**config.mk**
```make
export PLATFORM = sky130hd
export DESIGN_NAME = half_duplex_uart_with_rx_fifo_unit
export DESIGN_NICKNAME = d
export VERILOG_FILES = /design/src/hw/rtl/hduart_pkg.sv /design/src/hw/rtl/hduart_ram.sv /design/src/hw/rtl/half_duplex_uart_with_rx_fifo_unit.sv
export SDC_FILE = /design/constraint.sdc
export NUM_CORES = 1
export LEC_CHECK = 0
export ABC_AREA = 1
export BUFFER_PORTS_ARGS = -buffer_cell sky130_fd_sc_hd__buf_2
export CORE_MARGIN = 2
export CORE_UTILIZATION = 40
export CTS_CLUSTER_SIZE = 24
export DETAILED_ROUTE_END_ITERATION = 12
export SLEW_MARGIN = 20
export SYNTH_ARGS = -nofsm -noshare
export SYNTH_HDL_FRONTEND = slang
export SYNTH_SLANG_ARGS = --single-unit
```
**constraint.sdc**
```tcl
create_clock -name clk -period 4.3 [get_ports clk]
set_input_delay 0.645 -clock clk [delete_from_list [all_inputs] [get_ports clk]]
set_output_delay 0.645 -clock clk [all_outputs]
set_load 0.03 [all_outputs]
```
**src/hw/rtl/hduart_pkg.sv**
```systemverilog
// ----------------------------------------------------------------------------
// hduart_pkg
// Shared types and constants for the half-duplex uart with receive fifo
// ----------------------------------------------------------------------------
package hduart_pkg;

  // configuration register width and indices
  localparam int CFG_W = 16;
  localparam int CFG_IDX_W = 2;
  localparam logic [CFG_IDX_W-1:0] REG_BIT_TICKS = 2'd0;
  localparam logic [CFG_IDX_W-1:0] REG_FIRST_SAMPLE_TICKS = 2'd1;
  localparam logic [CFG_IDX_W-1:0] REG_STOP_GUARD_TICKS = 2'd2;

  // register reset values
  localparam logic [CFG_W-1:0] BIT_TICKS_RST = 16'd139;
  localparam logic [CFG_W-1:0] FIRST_SAMPLE_TICKS_RST = 16'd208;
  localparam logic [CFG_W-1:0] STOP_GUARD_TICKS_RST = 16'd104;

  // parameter defaults
  localparam int RX_DEPTH_DEF = 64;
  localparam int TIMER_BITS_DEF = 16;

  // fixed field widths
  localparam int FILL_COUNT_W = 6;
  localparam int TX_SHIFT_W = 11;
  localparam int TX_BITS_W = 4;
  localparam int RX_PHASE_W = 4;

  // frame shape
  localparam logic [TX_SHIFT_W-1:0] TX_SHIFT_IDLE = 11'h7FF;
  localparam logic [TX_BITS_W-1:0] TX_BITS_NORMAL = 4'd10;
  localparam logic [TX_BITS_W-1:0] TX_BITS_BREAK = 4'd11;
  localparam logic [TX_BITS_W-1:0] TX_BITS_NONE = 4'd0;

  // receive phases: idle, waiting for data bit 1..8, stop guard
  localparam logic [RX_PHASE_W-1:0] RX_IDLE = 4'd0;
  localparam logic [RX_PHASE_W-1:0] RX_FIRST = 4'd1;
  localparam logic [RX_PHASE_W-1:0] RX_LAST = 4'd8;
  localparam logic [RX_PHASE_W-1:0] RX_STOP = 4'd9;

  typedef enum logic [1:0] {
    CMD_TICK  = 2'd0,
    CMD_WRITE = 2'd1,
    CMD_READ  = 2'd2,
    CMD_MODE  = 2'd3
  } cmd_t;

  typedef enum logic [1:0] {
    ST_OK         = 2'd0,
    ST_WRITE_RX   = 2'd1,
    ST_WRITE_BUSY = 2'd2,
    ST_READ_EMPTY = 2'd3
  } status_t;

  typedef struct packed {
    cmd_t       cmd;
    logic       line_in;
    logic [7:0] data;
    logic       send_break;
    logic       tx_mode;
  } in_item_t;

  typedef struct packed {
    logic                    line_out;
    logic                    line_drive;
    logic [7:0]              read_data;
    logic [FILL_COUNT_W-1:0] fill_count;
    logic                    tx_busy;
    logic                    rx_busy;
    status_t                 status;
  } out_item_t;

endpackage

```
**src/hw/rtl/hduart_ram.sv**
```systemverilog
// ----------------------------------------------------------------------------
// hduart_ram
// Generic single write port, single read port ram with registered read
// ----------------------------------------------------------------------------
module hduart_ram #(
  parameter int WIDTH = 8,
  parameter int DEPTH = 64
) (
  input  logic                     clk,
  input  logic                     we,
  input  logic [$clog2(DEPTH)-1:0] waddr,
  input  logic [WIDTH-1:0]         wdata,
  input  logic [$clog2(DEPTH)-1:0] raddr,
  output logic [WIDTH-1:0]         rdata
);

  logic [WIDTH-1:0] mem [DEPTH];

  always_ff @(posedge clk) begin
    if (we) begin
      mem[waddr] <= wdata;
    end
    rdata <= mem[raddr];
  end

endmodule

```
**src/hw/rtl/half_duplex_uart_with_rx_fifo_unit.sv**
```systemverilog
// ----------------------------------------------------------------------------
// half_duplex_uart_with_rx_fifo_unit
// Single-wire half-duplex 8N1 uart with a receive ring fifo, one tick a beat
// ----------------------------------------------------------------------------
// Usage
//   in channel  : one beat is one oversampling tick of the wire, carrying the
//                 sampled line level and an optional command (write, read,
//                 set transmit mode)
//   out channel : exactly one result beat per input beat, in order: driven
//                 level, drive enable, popped byte, fifo fill, busy flags and
//                 command status
//   cfg port    : bit_ticks, first_sample_ticks and stop_guard_ticks, written
//                 with cfg_we while the block is idle
// Timing
//   one input beat per cycle while results are taken; each result is
//   registered in the output register. Every tick's work is a single pass
//   through the command, transmit and receive logic into the state and result
//   registers. The fifo head is prefetched from the ram, so reads never wait.
// Reset
//   synchronous; receive mode, fifo empty, line released high, timings back
//   to their defaults. The fifo ram itself is not cleared.
// Back-pressure
//   while the output register holds a beat that is not taken, in_ready falls
//   and the wire state simply waits; no tick is lost or repeated.
// ----------------------------------------------------------------------------
module half_duplex_uart_with_rx_fifo_unit #(
  parameter int RX_DEPTH   = hduart_pkg::RX_DEPTH_DEF,
  parameter int TIMER_BITS = hduart_pkg::TIMER_BITS_DEF
) (
  input  logic                           clk,
  input  logic                           rst,
  // tick channel
  input  logic                           in_valid,
  output logic                           in_ready,
  input  hduart_pkg::in_item_t           in_item,
  // result channel
  output logic                           out_valid,
  input  logic                           out_ready,
  output hduart_pkg::out_item_t          out_item,
  // configuration writes
  input  logic                           cfg_we,
  input  logic [hduart_pkg::CFG_IDX_W-1:0] cfg_index,
  input  logic [hduart_pkg::CFG_W-1:0]   cfg_data
);

  import hduart_pkg::*;

  localparam int PTR_W = $clog2(RX_DEPTH);
  localparam int FILL_W = PTR_W + 1;
  localparam int WIDE_W = CFG_W + TIMER_BITS;
  localparam logic [TIMER_BITS-1:0] TIMER_MAX = '1;
  localparam logic [PTR_W-1:0] PTR_LAST = PTR_W'(RX_DEPTH - 1);

  // saturate to the timer range, zero acts as one tick
  function automatic logic [TIMER_BITS-1:0] load_delay(input logic [CFG_W-1:0] v);
    logic [WIDE_W-1:0]     wide;
    logic [TIMER_BITS-1:0] res;
    wide = WIDE_W'(v);
    if (wide > WIDE_W'(TIMER_MAX)) begin
      res = TIMER_MAX;
    end else begin
      res = wide[TIMER_BITS-1:0];
    end
    if (res == '0) begin
      res = TIMER_BITS'(1);
    end
    return res;
  endfunction

  function automatic logic [PTR_W-1:0] ptr_inc(input logic [PTR_W-1:0] p);
    return (p == PTR_LAST) ? '0 : p + PTR_W'(1);
  endfunction

  // configuration registers
  logic [CFG_W-1:0] bit_ticks;
  logic [CFG_W-1:0] first_sample_ticks;
  logic [CFG_W-1:0] stop_guard_ticks;

  // uart state
  logic [PTR_W-1:0]      rd_ptr, rd_ptr_next;
  logic [PTR_W-1:0]      wr_ptr, wr_ptr_next;
  logic [TIMER_BITS-1:0] rx_timer, rx_timer_next;
  logic [RX_PHASE_W-1:0] rx_phase, rx_phase_next;
  logic [7:0]            rx_shift, rx_shift_next;
  logic [TIMER_BITS-1:0] tx_timer, tx_timer_next;
  logic [TX_SHIFT_W-1:0] tx_shift, tx_shift_next;
  logic [TX_BITS_W-1:0]  tx_bits_left, tx_bits_left_next;
  logic                  drive_mode, drive_mode_next;

  // fifo head prefetch with write bypass
  logic       ram_we;
  logic [PTR_W-1:0] ram_raddr;
  logic [7:0] ram_q;
  logic       byp_valid;
  logic [7:0] byp_data;
  logic [7:0] head;

  logic      in_acc;
  out_item_t res;

  assign in_acc   = in_valid && in_ready;
  assign in_ready = !out_valid || out_ready;
  assign head     = byp_valid ? byp_data : ram_q;

  // one tick: command, then transmitter, then receiver
  always_comb begin
    logic [TX_SHIFT_W-1:0] txs_c;
    logic [TX_BITS_W-1:0]  txb_c;
    logic [TIMER_BITS-1:0] txt_c;
    logic [TIMER_BITS-1:0] txt_dec;
    logic [RX_PHASE_W-1:0] rxp_c;
    logic [TIMER_BITS-1:0] rxt_c;
    logic [TIMER_BITS-1:0] rxt_dec;
    logic                  busy;
    logic [FILL_W-1:0]     fill;
    logic [FILL_W+FILL_COUNT_W-1:0] fill_wide;

    txs_c = tx_shift;
    txb_c = tx_bits_left;
    txt_c = tx_timer;
    rxp_c = rx_phase;
    rxt_c = rx_timer;
    drive_mode_next = drive_mode;
    rd_ptr_next = rd_ptr;
    res = '0;
    res.status = ST_OK;

    case (in_item.cmd)
      CMD_WRITE: begin
        if (!drive_mode) begin
          res.status = ST_WRITE_RX;
        end else if (tx_bits_left != TX_BITS_NONE) begin
          res.status = ST_WRITE_BUSY;
        end else begin
          // start bit low, data lsb first, stop high (ninth bit low for break)
          txs_c = {1'b1, !in_item.send_break, in_item.data, 1'b0};
          txb_c = in_item.send_break ? TX_BITS_BREAK : TX_BITS_NORMAL;
          txt_c = load_delay(bit_ticks);
        end
      end
      CMD_READ: begin
        if (rd_ptr == wr_ptr) begin
          res.status = ST_READ_EMPTY;
        end else begin
          res.read_data = head;
          rd_ptr_next = ptr_inc(rd_ptr);
        end
      end
      CMD_MODE: begin
        if (in_item.tx_mode != drive_mode) begin
          if (in_item.tx_mode) begin
            rxp_c = RX_IDLE;
            rxt_c = '0;
          end else begin
            txs_c = TX_SHIFT_IDLE;
            txb_c = TX_BITS_NONE;
            txt_c = '0;
          end
          drive_mode_next = in_item.tx_mode;
        end
      end
      default: begin
      end
    endcase

    busy = (txb_c != TX_BITS_NONE);
    res.tx_busy    = busy;
    res.line_out   = busy ? txs_c[0] : 1'b1;
    res.line_drive = drive_mode_next;

    // transmitter
    tx_shift_next     = txs_c;
    tx_bits_left_next = txb_c;
    tx_timer_next     = txt_c;
    txt_dec = txt_c - TIMER_BITS'(1);
    if (busy) begin
      tx_timer_next = txt_dec;
      if (txt_dec == '0) begin
        tx_shift_next     = {1'b1, txs_c[TX_SHIFT_W-1:1]};
        tx_bits_left_next = txb_c - TX_BITS_W'(1);
        tx_timer_next     = (tx_bits_left_next != TX_BITS_NONE) ? load_delay(bit_ticks) : '0;
      end
    end

    // receiver
    rx_phase_next = rxp_c;
    rx_timer_next = rxt_c;
    rx_shift_next = rx_shift;
    wr_ptr_next   = wr_ptr;
    ram_we        = 1'b0;
    rxt_dec = rxt_c - TIMER_BITS'(1);
    if (!drive_mode_next) begin
      if (rxp_c == RX_IDLE) begin
        if (!in_item.line_in) begin
          rx_phase_next = RX_FIRST;
          rx_timer_next = load_delay(first_sample_ticks);
        end
      end else begin
        rx_timer_next = rxt_dec;
        if (rxt_dec == '0) begin
          if (rxp_c <= RX_LAST) begin
            rx_shift_next = {in_item.line_in, rx_shift[7:1]};
            if (rxp_c == RX_LAST) begin
              // full fifo drops the byte
              if (ptr_inc(wr_ptr) != rd_ptr_next) begin
                ram_we      = in_acc;
                wr_ptr_next = ptr_inc(wr_ptr);
              end
              rx_phase_next = RX_STOP;
              rx_timer_next = load_delay(stop_guard_ticks);
            end else begin
              rx_phase_next = rxp_c + RX_PHASE_W'(1);
              rx_timer_next = load_delay(bit_ticks);
            end
          end else begin
            rx_phase_next = RX_IDLE;
          end
        end
      end
    end

    if (wr_ptr_next >= rd_ptr_next) begin
      fill = FILL_W'(wr_ptr_next) - FILL_W'(rd_ptr_next);
    end else begin
      fill = FILL_W'(wr_ptr_next) + FILL_W'(RX_DEPTH) - FILL_W'(rd_ptr_next);
    end
    fill_wide      = (FILL_W + FILL_COUNT_W)'(fill);
    res.fill_count = fill_wide[FILL_COUNT_W-1:0];
    res.rx_busy    = (rx_phase_next != RX_IDLE);
  end

  // prefetch the entry that will be at the head next cycle
  assign ram_raddr = in_acc ? rd_ptr_next : rd_ptr;

  hduart_ram #(
    .WIDTH (8),
    .DEPTH (RX_DEPTH)
  ) u_rx_store (
    .clk   (clk),
    .we    (ram_we),
    .waddr (wr_ptr),
    .wdata (rx_shift_next),
    .raddr (ram_raddr),
    .rdata (ram_q)
  );

  // bypass covers a byte written to the address being prefetched
  always_ff @(posedge clk) begin
    if (rst) begin
      byp_valid <= 1'b0;
    end else begin
      byp_valid <= ram_we && (wr_ptr == ram_raddr);
    end
    byp_data <= rx_shift_next;
  end

  // configuration registers
  always_ff @(posedge clk) begin
    if (rst) begin
      bit_ticks          <= BIT_TICKS_RST;
      first_sample_ticks <= FIRST_SAMPLE_TICKS_RST;
      stop_guard_ticks   <= STOP_GUARD_TICKS_RST;
    end else if (cfg_we) begin
      case (cfg_index)
        REG_BIT_TICKS:          bit_ticks          <= cfg_data;
        REG_FIRST_SAMPLE_TICKS: first_sample_ticks <= cfg_data;
        REG_STOP_GUARD_TICKS:   stop_guard_ticks   <= cfg_data;
        default: begin
        end
      endcase
    end
  end

  // state advances on every accepted tick
  always_ff @(posedge clk) begin
    if (rst) begin
      rd_ptr       <= '0;
      wr_ptr       <= '0;
      rx_timer     <= '0;
      rx_phase     <= RX_IDLE;
      rx_shift     <= '0;
      tx_timer     <= '0;
      tx_shift     <= TX_SHIFT_IDLE;
      tx_bits_left <= TX_BITS_NONE;
      drive_mode   <= 1'b0;
    end else if (in_acc) begin
      rd_ptr       <= rd_ptr_next;
      wr_ptr       <= wr_ptr_next;
      rx_timer     <= rx_timer_next;
      rx_phase     <= rx_phase_next;
      rx_shift     <= rx_shift_next;
      tx_timer     <= tx_timer_next;
      tx_shift     <= tx_shift_next;
      tx_bits_left <= tx_bits_left_next;
      drive_mode   <= drive_mode_next;
    end
  end

  // output register
  always_ff @(posedge clk) begin
    if (rst) begin
      out_valid <= 1'b0;
    end else if (in_acc) begin
      out_valid <= 1'b1;
    end else if (out_ready) begin
      out_valid <= 1'b0;
    end
    if (in_acc) begin
      out_item <= res;
    end
  end

  // checks
  a_tx_only_in_tx_mode: assert property (@(posedge clk) disable iff (rst)
    (tx_bits_left != TX_BITS_NONE) |-> drive_mode)
    else $error("transmitter active in receive mode");

  a_rx_idle_in_tx_mode: assert property (@(posedge clk) disable iff (rst)
    drive_mode |-> (rx_phase == RX_IDLE))
    else $error("receiver active in transmit mode");

  a_rx_phase_range: assert property (@(posedge clk) disable iff (rst)
    rx_phase <= RX_STOP)
    else $error("receive phase out of range");

  a_tx_timer_live: assert property (@(posedge clk) disable iff (rst)
    (tx_bits_left != TX_BITS_NONE) |-> (tx_timer != '0))
    else $error("transmit timer stopped mid frame");

  a_rx_timer_live: assert property (@(posedge clk) disable iff (rst)
    (rx_phase != RX_IDLE) |-> (rx_timer != '0))
    else $error("receive timer stopped mid frame");

  a_no_stall_when_empty: assert property (@(posedge clk) disable iff (rst)
    !out_valid |-> in_ready)
    else $error("input stalled with empty output register");

endmodule

```
==> results.cfg <==
[route]
drc = 0
vias_per_cell = 5.21
drt-total-wl_mm = 90.4
vias = 25489
route.detailed.wl_per_inst_um = 18.5
drtIter0Drc = 2624
detail-route-antenna-nets = 0
dr.pass1.iters = 5

[yosys]
syn_nets = 3661
post_synth.cell_area_avg_um2 = 8.95
async_reset_ff_frac = 0
synthCells = 3606
synth_edf_count = 532
ys_types = 50
ys_seq_area_frac = 0.581
yosysWarnings = 0
syn_area_um2 = 32300
synthFlopType = edfxtp_1
ys_ff_latch = 670

[flow_run]
maxCapViolations = 0

[final_layout]
drive_gt1_frac = 0.129
stdcell_count = 4893
final_cell_mix = 1082 x nand2_1, 595 x nand3_1, 532 x edfxtp_1, 263 x inv_1, 235 x nor2_1
final_nets = 3831
synthToLayoutAreaGrowth_pct = 16.2
diodes = 0
fillers = 7712
layout_commonest_cell = nand2_1

[timing]
worst_slew_pin_slew_ns = 1.01
min_period_ns = 4.01
max-slew-margin-rel = 0.325
worst_slack_ns = 0.288
setup_viol = 0
clock_skew_ns = 0.0255
fin_crit_sh = 0.933
hold_slack_ns = 0.290
max_freq_ghz = 0.249
final_hold_viol_count = 0
rsz0062_at_grt = yes
slew_viol_final = 0

[setup_path]
critPathLaunchType = flop
critPathMaxStageDelay_ns = 0.43
cpLargestDelayFamily = simple AND/OR/NAND/NOR gates
rr_startpoint = rd_ptr[0]
crit_path_end_kind = flop
cpMaxStageDelayCell = fa_1
timing_worst_setup_path_type = flop to flop
cp_data_arrival_time_ns = 4.38
crit_start = rd_ptr[0]
path_buf_inv = 5
required_ns = 4.67
crit_path_max_fanout = 8
path_cells = inv_2 -> nor2_1 -> nor4_4 -> nand3_2 -> nand2_1 -> nor2_1 -> nand2_1 -> nand2_1 -> nand2_1 -> nand2_1 -> nor2_1 -> nand3_2 -> nand3_2 -> inv_2 -> buf_4 -> o21ai_0 -> inv_1 -> ha_1 -> buf_4 -> fa_1 -> o21ai_0 -> xor2_1
cpMostUsedCell = nand2_1

[worst_hold_path]
hold_path_class = primary input to flop
holdCritStartpoint = cfg_data[7]

[global_route]
grt-ovfl-total = 0
grt_max_degree = 202
grt_pass1_vias = 24137
antenna_found_initial = 0
grtUsageTotal = 0.215
grt_pass1_wl_mm = 139

[clock_network]
path_clk_slew_ns = 0.06
cts_buffer_depth = 3
root_buffer = clkbuf_16
h-tree-depth = 3
clock-sinks = 670
cts_buffers = 74
cts_hold_buffers = 0
worstSkewPairLatency_ns = 0.63
cts_tree = built

[die]
ioPinCount = 58
die_h_um = 288
die_x_um = 288
die-area_um2 = 82900
design.core.area_um2 = 80200
rows = 104
start_util = 0.402

[placement]
dp.cells = 4759
gp_congestion = 0.907
dp_hpwl_mm = 57.0
post-place-ws_ns = -0.329
io_buffers = 57

[power]
peakVddDrop_uv = 277
leakage_nw = 15.4
power_density_nw_per_um2 = 436

[run_status]
status = finished, final reports clean
[power by group]
part / total [mW] / internal [mW] / switching (mW) / leakage (nW)
Sequential: 7.22 / 7.15 / 0.0698 / 6.12
Clock: 6.27 / 3.58 / 2.70 / 1.17
Combinational: 2.85 / 0.930 / 1.92 / 8.14
[path summary, 6_finish.rpt]
check | endpoint | slack [ns] | depth (start not counted)
setup / recovery | out_item[8] | 0.29 | 22
hold / removal | bit_ticks[7] | 0.29 | 3
setup reg to reg | out_item[8] | 0.29 | 22
hold reg to reg | tx_timer[9] | 0.46 | 2
[final cells by class]
type                            instances  area [um2]  share of cell area
Timing Repair Buffer                  300        2400              0.0639
Clock buffer                           97        2040              0.0544
Multi-Input combinational cell       2440       11500               0.308
Tap cell                             1060        1330              0.0354
Sequential cell                       670       18700               0.500
Inverter                              290        1090              0.0291
Clock inverter                         36         363             0.00968
[state kept, by name, indices dropped and copies added (netlist names), 11 cells and up]
signal and flops:
u_rx_store.mem 512, bit_ticks 16, rx_timer 16, first_sample_ticks 16, out_item 20, tx_timer 16
stop_guard_ticks 16, tx_shift 11
[metal layers]
metal | vias to the layer above | track usage | part of all wire
met5 | - | 0 | 0
met4 | 0 | 0.0799 | 0.035
met3 | 164 | 0.0295 | 0.055
met2 | 734 | 0.350 | 0.47
met1 | 12072 | 0.292 | 0.44
li1 | 12519 | - | -
[synth_stat cells (8+ instances only)]
library cell	instances	area, um2
buf_4	18	135
edfxtp_1	532	16000
nand3b_1	68	510
clkbuf_1	92	345
nand2_2	8	50.1
dfxtp_1	138	2760
inv_2	12	45.0
o21ai_0	109	546
inv_1	273	1020
xor2_1	12	105
o21ai_1	17	85.1
nor3_1	10	50.1
o211ai_1	8	60.1
o221ai_1	12	105
buf_1	14	52.6
nor2_1	235	882
a221oi_1	8	70.1
nand3_1	595	2980
nand4_4	8	170
nand4_1	36	225
buf_2	78	390
nor4_1	8	50.1
ha_1	18	225
a21oi_1	153	766
nand2_1	1084	4070
[per-stage QoR]
step,util,setup TNS (ns),power [mW],area [um2]
6_report,0.468,0,16.3,37500
5_1_grt,0.468,-0.0427,17.0,37500
4_1_cts,0.467,0,16.4,37500
3_5_place_dp,0.437,-9.72,10.2,35100
3_3_place_gp,0.437,-2.57,10.2,35100
2_1_floorplan,-,0,9.12,32300
[worst min-delay path, delay by kind of cell]
family	cells	cell delay, ns
buffers and inverters	1	0.12
AND/OR/NAND/NOR	2	0.12
[timing repair]
item | 4_1_cts | 5_1_grt
setup endpoints to repair | 0 | 3
gates resized for setup | 0 | 5
endpoints found under the hold margin | 0 | 0
setup buffers | 0 | 1
[cells by family (layout without fill, tap and decap cells)]
| logic type | after synthesis | after routing | synth area share |
|---|---|---|---|
| and+or+nand+nor | 2086 | 2086 | 0.289 |
| DFF | 670 | 670 | 0.581 |
| buffers and inverters | 496 | 723 | 0.0638 |
| AOI/OAI and AO/OA | 317 | 317 | 0.0529 |
| adders and majority gates | 19 | 19 | 0.00760 |
| xor gates and xnor gates | 18 | 18 | 0.00535 |
(Power assumes the default switching activity.)
